<file path="src/rtl/cir_pkg.sv">
// cir_pkg: shared types, lane map and constants for the contact impulse resolver.
// Used by cir_front, cir_div, cir_post and contact_impulse_resolve. No dependencies.
package cir_pkg;

   localparam int LANES = 12;   // 6 position quotients, 6 velocity quotients
   localparam int NW    = 64;   // dividend width
   localparam int DW    = 42;   // divisor width
   localparam int QW    = 28;   // quotient bits, one per divider stage
   localparam int CW    = 21;   // packed vector component width

   localparam int LANE_PA = 0;
   localparam int LANE_PB = 3;
   localparam int LANE_VA = 6;
   localparam int LANE_VB = 9;

   typedef logic [NW-1:0] num_type;
   typedef logic [DW-1:0] den_type;
   typedef logic [QW-1:0] quo_type;

   typedef enum logic [1:0] {
      STAT_SKIP    = 2'd0,
      STAT_SEP     = 2'd1,
      STAT_IMPULSE = 2'd2
   } status_type;

   typedef struct packed {
      logic [2:0]  neg;     // normal component sign
      logic        skip;    // summed inverse mass is zero
      logic        sep;     // bodies separating
      logic [62:0] vel_a;
      logic [62:0] vel_b;
   } side_type;

   function automatic logic [CW-1:0] sat21(input logic signed [29:0] v);
      logic [CW-1:0] r;
      if (v > 30'sd1048575) begin
         r = 21'h0FFFFF;
      end else if (v < -30'sd1048576) begin
         r = 21'h100000;
      end else begin
         r = v[CW-1:0];
      end
      return r;
   endfunction

endpackage

</file>
<file path="src/rtl/cir_post.sv">
// cir_post: applies signs, adds velocity deltas, saturates, packs; holds the output word.
// Depends on cir_pkg.
module cir_post (
   input  logic                                   clock,
   input  logic                                   reset,
   input  logic                                   in_valid,
   output logic                                   in_ready,
   input  cir_pkg::quo_type [cir_pkg::LANES-1:0]  in_quo,
   input  cir_pkg::side_type                      in_side,
   output logic                                   out_valid,
   input  logic                                   out_ready,
   output logic [62:0]                            pos_corr_a,
   output logic [62:0]                            pos_corr_b,
   output logic [62:0]                            new_vel_a,
   output logic [62:0]                            new_vel_b,
   output logic [1:0]                             status
);

   localparam int CW = cir_pkg::CW;

   logic signed [29:0] qpa, qpb, qva, qvb, va, vb;
   logic [62:0]        pca, pcb, nva, nvb;
   cir_pkg::status_type st;

   always_comb begin
      pca = '0;
      pcb = '0;
      nva = in_side.vel_a;
      nvb = in_side.vel_b;
      for (int i = 0; i < 3; i++) begin
         qpa = $signed({2'b0, in_quo[cir_pkg::LANE_PA+i]});
         qpb = $signed({2'b0, in_quo[cir_pkg::LANE_PB+i]});
         qva = $signed({2'b0, in_quo[cir_pkg::LANE_VA+i]});
         qvb = $signed({2'b0, in_quo[cir_pkg::LANE_VB+i]});
         if (in_side.neg[i]) begin
            qpa = -qpa;
            qpb = -qpb;
            qva = -qva;
            qvb = -qvb;
         end
         va = 30'($signed(in_side.vel_a[CW*i +: CW]));
         vb = 30'($signed(in_side.vel_b[CW*i +: CW]));
         if (!in_side.skip) begin
            pca[CW*i +: CW] = cir_pkg::sat21(qpa);
            pcb[CW*i +: CW] = cir_pkg::sat21(qpb);
            if (!in_side.sep) begin
               nva[CW*i +: CW] = cir_pkg::sat21(va + qva);
               nvb[CW*i +: CW] = cir_pkg::sat21(vb - qvb);
            end
         end
      end
      if (in_side.skip) begin
         st = cir_pkg::STAT_SKIP;
      end else if (in_side.sep) begin
         st = cir_pkg::STAT_SEP;
      end else begin
         st = cir_pkg::STAT_IMPULSE;
      end
   end

   logic        vld_ff;
   logic [62:0] pca_ff, pcb_ff, nva_ff, nvb_ff;
   logic [1:0]  st_ff;

   assign in_ready = !vld_ff || out_ready;

   always_ff @(posedge clock) begin
      if (reset) begin
         vld_ff <= 1'b0;
      end else if (in_ready) begin
         vld_ff <= in_valid;
      end
   end

   always_ff @(posedge clock) begin
      if (in_ready) begin
         pca_ff <= pca;
         pcb_ff <= pcb;
         nva_ff <= nva;
         nvb_ff <= nvb;
         st_ff  <= st;
      end
   end

   assign out_valid  = vld_ff;
   assign pos_corr_a = pca_ff;
   assign pos_corr_b = pcb_ff;
   assign new_vel_a  = nva_ff;
   assign new_vel_b  = nvb_ff;
   assign status     = st_ff;

endmodule

</file>
<file path="config.mk">
export PLATFORM = sky130hd
export DESIGN_NAME = cir_post
export DESIGN_NICKNAME = d
export VERILOG_FILES = /design/src/rtl/cir_pkg.sv /design/src/rtl/cir_post.sv
export SDC_FILE = /design/constraint.sdc
export NUM_CORES = 1
export LEC_CHECK = 0
export ABC_AREA = 1
export BUFFER_PORTS_ARGS = -buffer_cell sky130_fd_sc_hd__buf_2
export CAP_MARGIN = 15
export CELL_PAD_IN_SITES_DETAIL_PLACEMENT = 1
export CELL_PAD_IN_SITES_GLOBAL_PLACEMENT = 1
export CORE_MARGIN = 2
export CORE_UTILIZATION = 42
export CTS_CLUSTER_DIAMETER = 80
export DETAILED_ROUTE_END_ITERATION = 8
export GPL_ROUTABILITY_DRIVEN = 0
export GPL_TIMING_DRIVEN = 0
export PLACE_DENSITY = 0.9
export SYNTH_ARGS = -nofsm -noshare
export SYNTH_HDL_FRONTEND = slang
export SYNTH_SLANG_ARGS = --single-unit
export TNS_END_PERCENT = 30
</file>
<file path="constraint.sdc">
create_clock -name clock -period 10.43 [get_ports clock]
set_input_delay 0.5215 -clock clock [delete_from_list [all_inputs] [get_ports clock]]
set_output_delay 0.5215 -clock clock [all_outputs]
set_load 0.05 [all_outputs]
</file>
# Word-level counts from Yosys, hierarchy flattened
# Cells that the tools add are included.
[totals] ff_bits=255 in_bits=471 elab_cells=111
[classes] n_addsub=18 n_lt_le_gt_ge=24 mux=49 reduce_logical=8
[op_table] cell="$mux W21" n=30
[op_table] cell="$gt A30 B21 Y1 const B" n=12
[op_table] cell="$lt A30 B21 Y1 const B" n=12
[op_table] cell="$mux W30" n=12
[op_table] cell="$neg A28 Y30" n=12
[op_table] cell="$mux W20" n=6
[op_table] cell="$add A21 B30 Y30" n=3
[op_table] cell="$sub A21 B30 Y30" n=3
[op_table] cell="$reduce_or A2 Y1" n=6
[op_table] cell="$mux W2" n=1
[op_table] cell="$logic_not A1 Y1" n=1
[op_table] cell="$logic_or A1 B1 Y1" n=1

# Longest topological paths before layout
[depth] depth_word=8 ltp_mapped=32 mapped_depth_nobuf=31

# Worst setup path before layout
# OpenSTA, ideal clock, no wires.
[synth_timing] path_kind="register to register" start="register vld_ff, in the netlist out_valid" end="register nva_ff[0], in the netlist new_vel_a[0] (enable)" arrival_ns=5.127 setup_slack_ns=3.265 path_stages_with_launch=2 n_path_buf=0 period_less_slack_ns=7.165 path_cell_list="dfxtp_1 > nand2_1"
[synth_between] elab_chain_len=2
[synth_lines] element="start: declaration" line="cir_post.sv:61" text="logic vld_ff;"
[synth_lines] element="start signal: assignment" line="cir_post.sv:71" text="vld_ff <= in_valid;"
[synth_lines] element="$logic_not A1 Y1" line="cir_post.sv:65" text="assign in_ready = !vld_ff || out_ready;"
[synth_lines] element="$logic_or A1 B1 Y1" line="cir_post.sv:65"
[synth_lines] element="net in_ready" line="cir_post.sv:7" text="output logic in_ready,"
[synth_lines] element="end signal: assignment" line="cir_post.sv:79" text="nva_ff <= nva;"
[synth_lines] element="end: declaration" line="cir_post.sv:62" text="logic [62:0] pca_ff, pcb_ff, nva_ff, nvb_ff;"
# The timed path passes the listed nets, and every way through them passes these cells.
# A chain may end at the register's enable or synchronous reset.

# Final worst setup path
[layout_timing] start="input port in_side[130] (netlist name)" end="register nvb_ff[50], in the netlist new_vel_b[50] (data pin)"
[layout_between] elab_chain_len=7 elab_cells_between_ends=8
[layout_lines] element="start: declaration" line="cir_post.sv:9" text="input cir_pkg::side_type in_side,"
[layout_lines] element="$mux W30 (*)" line="cir_post.sv:35" text="if (in_side.neg[i]) begin"
[layout_lines] element="$sub A21 B30 Y30 (*)" line="cir_post.sv:48" text="nvb[CW*i +: CW] = cir_pkg::sat21(vb - qvb);"
[layout_lines] element="$lt A30 B21 Y1" line="cir_pkg.sv:38" text="end else if (v < -30'sd1048576) begin"
[layout_lines] element="$mux W21" line="cir_pkg.sv:38"
[layout_lines] element="$mux W21 (*)" line="cir_pkg.sv:36" text="if (v > 30'sd1048575) begin"
[layout_lines] element="$mux W21 (*)" line="cir_post.sv:46" text="if (!in_side.sep) begin"
[layout_lines] element="$mux W21 (*)" line="cir_post.sv:43" text="if (!in_side.skip) begin"
[layout_lines] element="net nvb[50]" line="cir_post.sv:22" text="logic [62:0] pca, pcb, nva, nvb;"
[layout_lines] element="end signal: assignment" line="cir_post.sv:80" text="nvb_ff <= nvb;"
[layout_lines] element="end: declaration" line="cir_post.sv:62"
# The timed path passes the listed nets; every way through them passes the cells marked *.

==> results.txt <==
----------------------------------------------------
[Logic synthesis]
  Count of mapped cells out of synthesis ... 5431
  Proportion of synthesized flip-flops having asynchronous set or reset ... 0%
  Post-synthesis net count ... 6097
  Synthesis warning total ... 0
  Register area share after synthesis ... 22.5%
  Flip-flop and latch count after synthesis ... 255
  Mean cell area of the mapped netlist ... 6.25 sq um
  Synthesized cell area ... 33900 sq um
  Main synth FF type ... edfxtp_1
  Number of synthesized flops with an enable pin ... 254
  Distinct cell type count after synthesis ... 51

[Status]
  Outcome ... complete, no violations

[Layout]
  Area delta synth->final ... 19.3%
  Total number of nets in the final design ... 6864
  Count of fill cells added during filler insertion ... 11.3k
  Fraction of final layout cells with drive strength greater than 1 ... 17.6%

[Floorplanning]
  Core area ... 80300 sq um
  Rows ... 104
  Starting utilization of the core area ... 42.2%
  Die X ... 288 um
  Top-level port count ... 727
  Die Outline Area ... 83100 sq um
  Chip Height ... 288 um

[Worst setup path]
  Kind of critical path ... in2reg
  Startpoint kind of the worst setup timing path ... primary input
  Data required, critical path ... 10.78 ns
  Largest driver fanout on the critical path ... 10
  Data arrival, critical path ... 5.79 ns
  Setup crit end kind ... register

[STA]
  Post-route minimum period ... 5.44 ns
  Fin. Hold Viols ... 0
  Worst-margin pin slew ... 1.29 ns
  Highest achievable clock rate ... 184 MHz
  Setup tns final ... 0 ns
  Largest clock skew in the final design ... 0.0120 ns
  Unrepaired setup endpoints after global routing ... no
  Count of final max-slew check failures ... 0
  Crit share post-route ... 52.1%
  Fin worst setup slack ... 4.99 ns
  Final setup violation count ... 0
  Max-slew headroom ... 13.7%

[Drt]
  Total number of vias ... 41.0k
  Number of design rule violations left after detail routing ... 0
  Drt pass-1 iters ... 6
  Iter 0 DRT Violations ... 2990
  Routed vias/inst ... 5.55
  Wire length after detailed routing ... 164 mm
  Avg WL per Cell ... 22.2 um
  Post-route ant nets ... 0

[Placement]
  Post-detail-place hpwl ... 135 mm
  Port Buffer Count ... 723
  Worst setup timing slack at the placement stage ... 4.72 ns

[Clock network]
  Count of cells resized by post-cts repair ... 0
  Post-CTS setup buffers ... 0
  Latest clock arrival within the worst-skew pair ... 0.58 ns
  CTS H-tree depth ... 2
  Number of sinks driven by the clock tree ... 255
  Clock Pin Slew Worst Setup and Hold Paths ... 0.07 ns
  Total clock buffers created by CTS ... 38
  Max Buffers Root-to-Sink ... 3
  CTS tree ... built
  Root Buffer ... clkbuf_16
  Hold buffer count at CTS ... 0

[Global route]
  GRT Util Overall ... 37.8%
  Number of antenna violations at the first check in global routing ... 104
  Pin count of the biggest net entering global routing ... 65
  Number of global-route vias before repair ... 41.7k
  Final global-route overflow total ... 0
  Wire length of the first global-routing pass ... 242 mm

[Run]
  Maximum capacitance violations ... 0

[Pwr]
  Comb power frac ... 50.4%
  VDD IR-drop max ... 0.0994 mV
  Pleak ... 0.0211 uW
  Clock group share of total power ... 25.2%
  Power dissipated by switching net loads ... 2550 uW
  Internal cell power ... 2840 uW
  Relative contribution of sequential cells to total power ... 24.4%
  Switching part of the total ... 47.3%
  Power per unit of standard cell area ... 133 nW/um^2

[Min path]
  Path class of the lowest-slack min-delay path ... in2reg

----------------------------------------------------
synthesized netlist by cell type (3+ instances only):
master       n  area (sq um)
and2_1       4          25.0
inv_2       10          37.5
a21oi_2    119          1040
buf_2       17          85.1
or2_1        6          37.5
buf_4       10          75.1
nand2_2     35           219
o21bai_1    22           165
a31oi_1     25           156
or2_2       17           106
o21ai_1      6          30.0
a41oi_1     12           105
xor2_1     290          2540
nor3b_1      8          60.1
ha_1       189          2360
nor3_2      10           100
nand2_1   1703          6390
nor4_1      17           106
nand3b_1    11          82.6
a21oi_1    201          1010
nand3_1    409          2050
nor3_1      80           400
buf_1        9          33.8
o31ai_1     16           120
o21ai_2      3          26.3
o21ai_0     96           480
inv_1      803          3010
a21oi_4      3          48.8
buf_6       26           293
clkbuf_8     3          41.3
nand3_2      9          90.1
edfxtp_1   254          7630
nor2_2      38           238
clkbuf_1    45           169
fa_1         6           120
nor2_1     692          2600
xnor2_1    121          1060
nor2_4       3          33.8
o211ai_1     7          52.6
nand4_1     82           513
path summary, 6_finish.rpt:
check	slack [ns]	start	cells after the start	endpoint
setup reg to reg	8.47	out_valid$_SDFFE_PP0P_	3	new_vel_a[15]$_DFFE_PP_
hold reg to reg	0.96	out_valid$_SDFFE_PP0P_	2	out_valid$_SDFFE_PP0P_
hold / removal	0.1	reset	2	out_valid$_SDFFE_PP0P_
setup / recovery	4.99	in_side[130]	24	new_vel_b[50]$_DFFE_PP_
power groups by stage:
stage                     clock [uW]  sequential [uW]  combinational, uW
after CTS                       1360             1310               2650
after global routing            1400             1320               2930
after global placement             0             1340               2520
after detailed placement           0             1330               2630
after floorplan                    0             1720               1440
final                           1350             1310               2710
registers in the layout (all words and copies together), names as in the netlist:
register / cells
out_valid: 1
pos_corr_a: 63
new_vel_b: 63
status: 2
new_vel_a: 63
pos_corr_b: 63
cells in the final DEF, fill, tap and decap left out, types with 11 or more instances in the layout:
cell       synthesis  final
o21ai_0           96     96
edfxtp_1         254    254
nand3b_1          11     11
inv_1            803    803
a41oi_1           12     12
ha_1             189    189
nor2_1           692    692
a21oi_2          119    119
clkbuf_16          0     41
nor3_1            80     80
clkbuf_1          45     48
nand2_2           35     35
nor2_2            38     38
diode_2            0     90
buf_6             26     26
nor4_1            17     17
a31oi_1           25     25
buf_2             17    740
nand3_1          409    409
xor2_1           290    290
o31ai_1           16     16
a21oi_1          201    201
nand4_1           82     82
nand2_1         1703   1702
o21bai_1          22     22
or2_2             17     17
xnor2_1          121    121
critical path, stage by stage:
cell and delay (ns):
buf_2 0.10, buf_2 0.30, clkbuf_1 0.55, clkbuf_1 0.52, clkbuf_1 0.72, nand2_1 0.15, xnor2_1 0.23, inv_1 0.07
ha_1 0.37, nand2_1 0.11, nor2_1 0.23, nand3_1 0.11, nand3_1 0.25, nand3_1 0.24, nand2_1 0.15, nand2_1 0.06
nand2_1 0.05, nand2_1 0.06, nor2_1 0.17, nand3_1 0.11, nand2_2 0.15, buf_6 0.16, nand2_1 0.08, a21oi_2 0.33
layer usage:
layer	vias up	GRT usage (%)	share of wire, %	wire (um)
met5	-	0	0.19	317
met4	48	26.3	7.6	12400
met3	623	10.1	9.4	15400
met2	1917	60.6	45	73700
met1	19445	44.1	38	62000
li1	18934	-	-	-
cell families (layout without fill, tap and decap cells):
kind of cell,Yosys count,after routing,synth area share [%]
AO/OA/AOI/OAI,513,513,9.60
XOR/XNOR,411,411,10.6
adder cells (fa/ha/maj),195,195,7.33
buffers and inverters,925,1719,11.1
flip-flops,255,255,22.5
other,0,90,0
AND/OR/NAND/NOR,3132,3132,38.8
per-stage QoR:
step                hold WS, ns  util (%)  instances  power [uW]  area [sq um]
detailed placement        0.678      48.6       7218        3960         39000
global placement          0.675      48.4       7214        3870         38900
floorplan                 0.591         -       5431        3160         33900
global route             0.0801      50.3       7350        5650         40400
finish                   0.0980      50.4       7375        5380         40500
CTS                      0.0659      50.1       7285        5330         40200
final cells by class:
class	count	area, sq um	share of cell area (%)
Inverter	814	3060	7.55
Buffer	111	706	1.74
Clock inverter	22	211	0.523
Sequential cell	255	7650	18.9
Multi-Input combinational cell	4251	22500	55.7
Antenna cell	90	225	0.557
Timing Repair Buffer	727	3730	9.22
Tap cell	1060	1330	3.28
Clock buffer	45	1040	2.57
(Power assumes the default switching activity.)
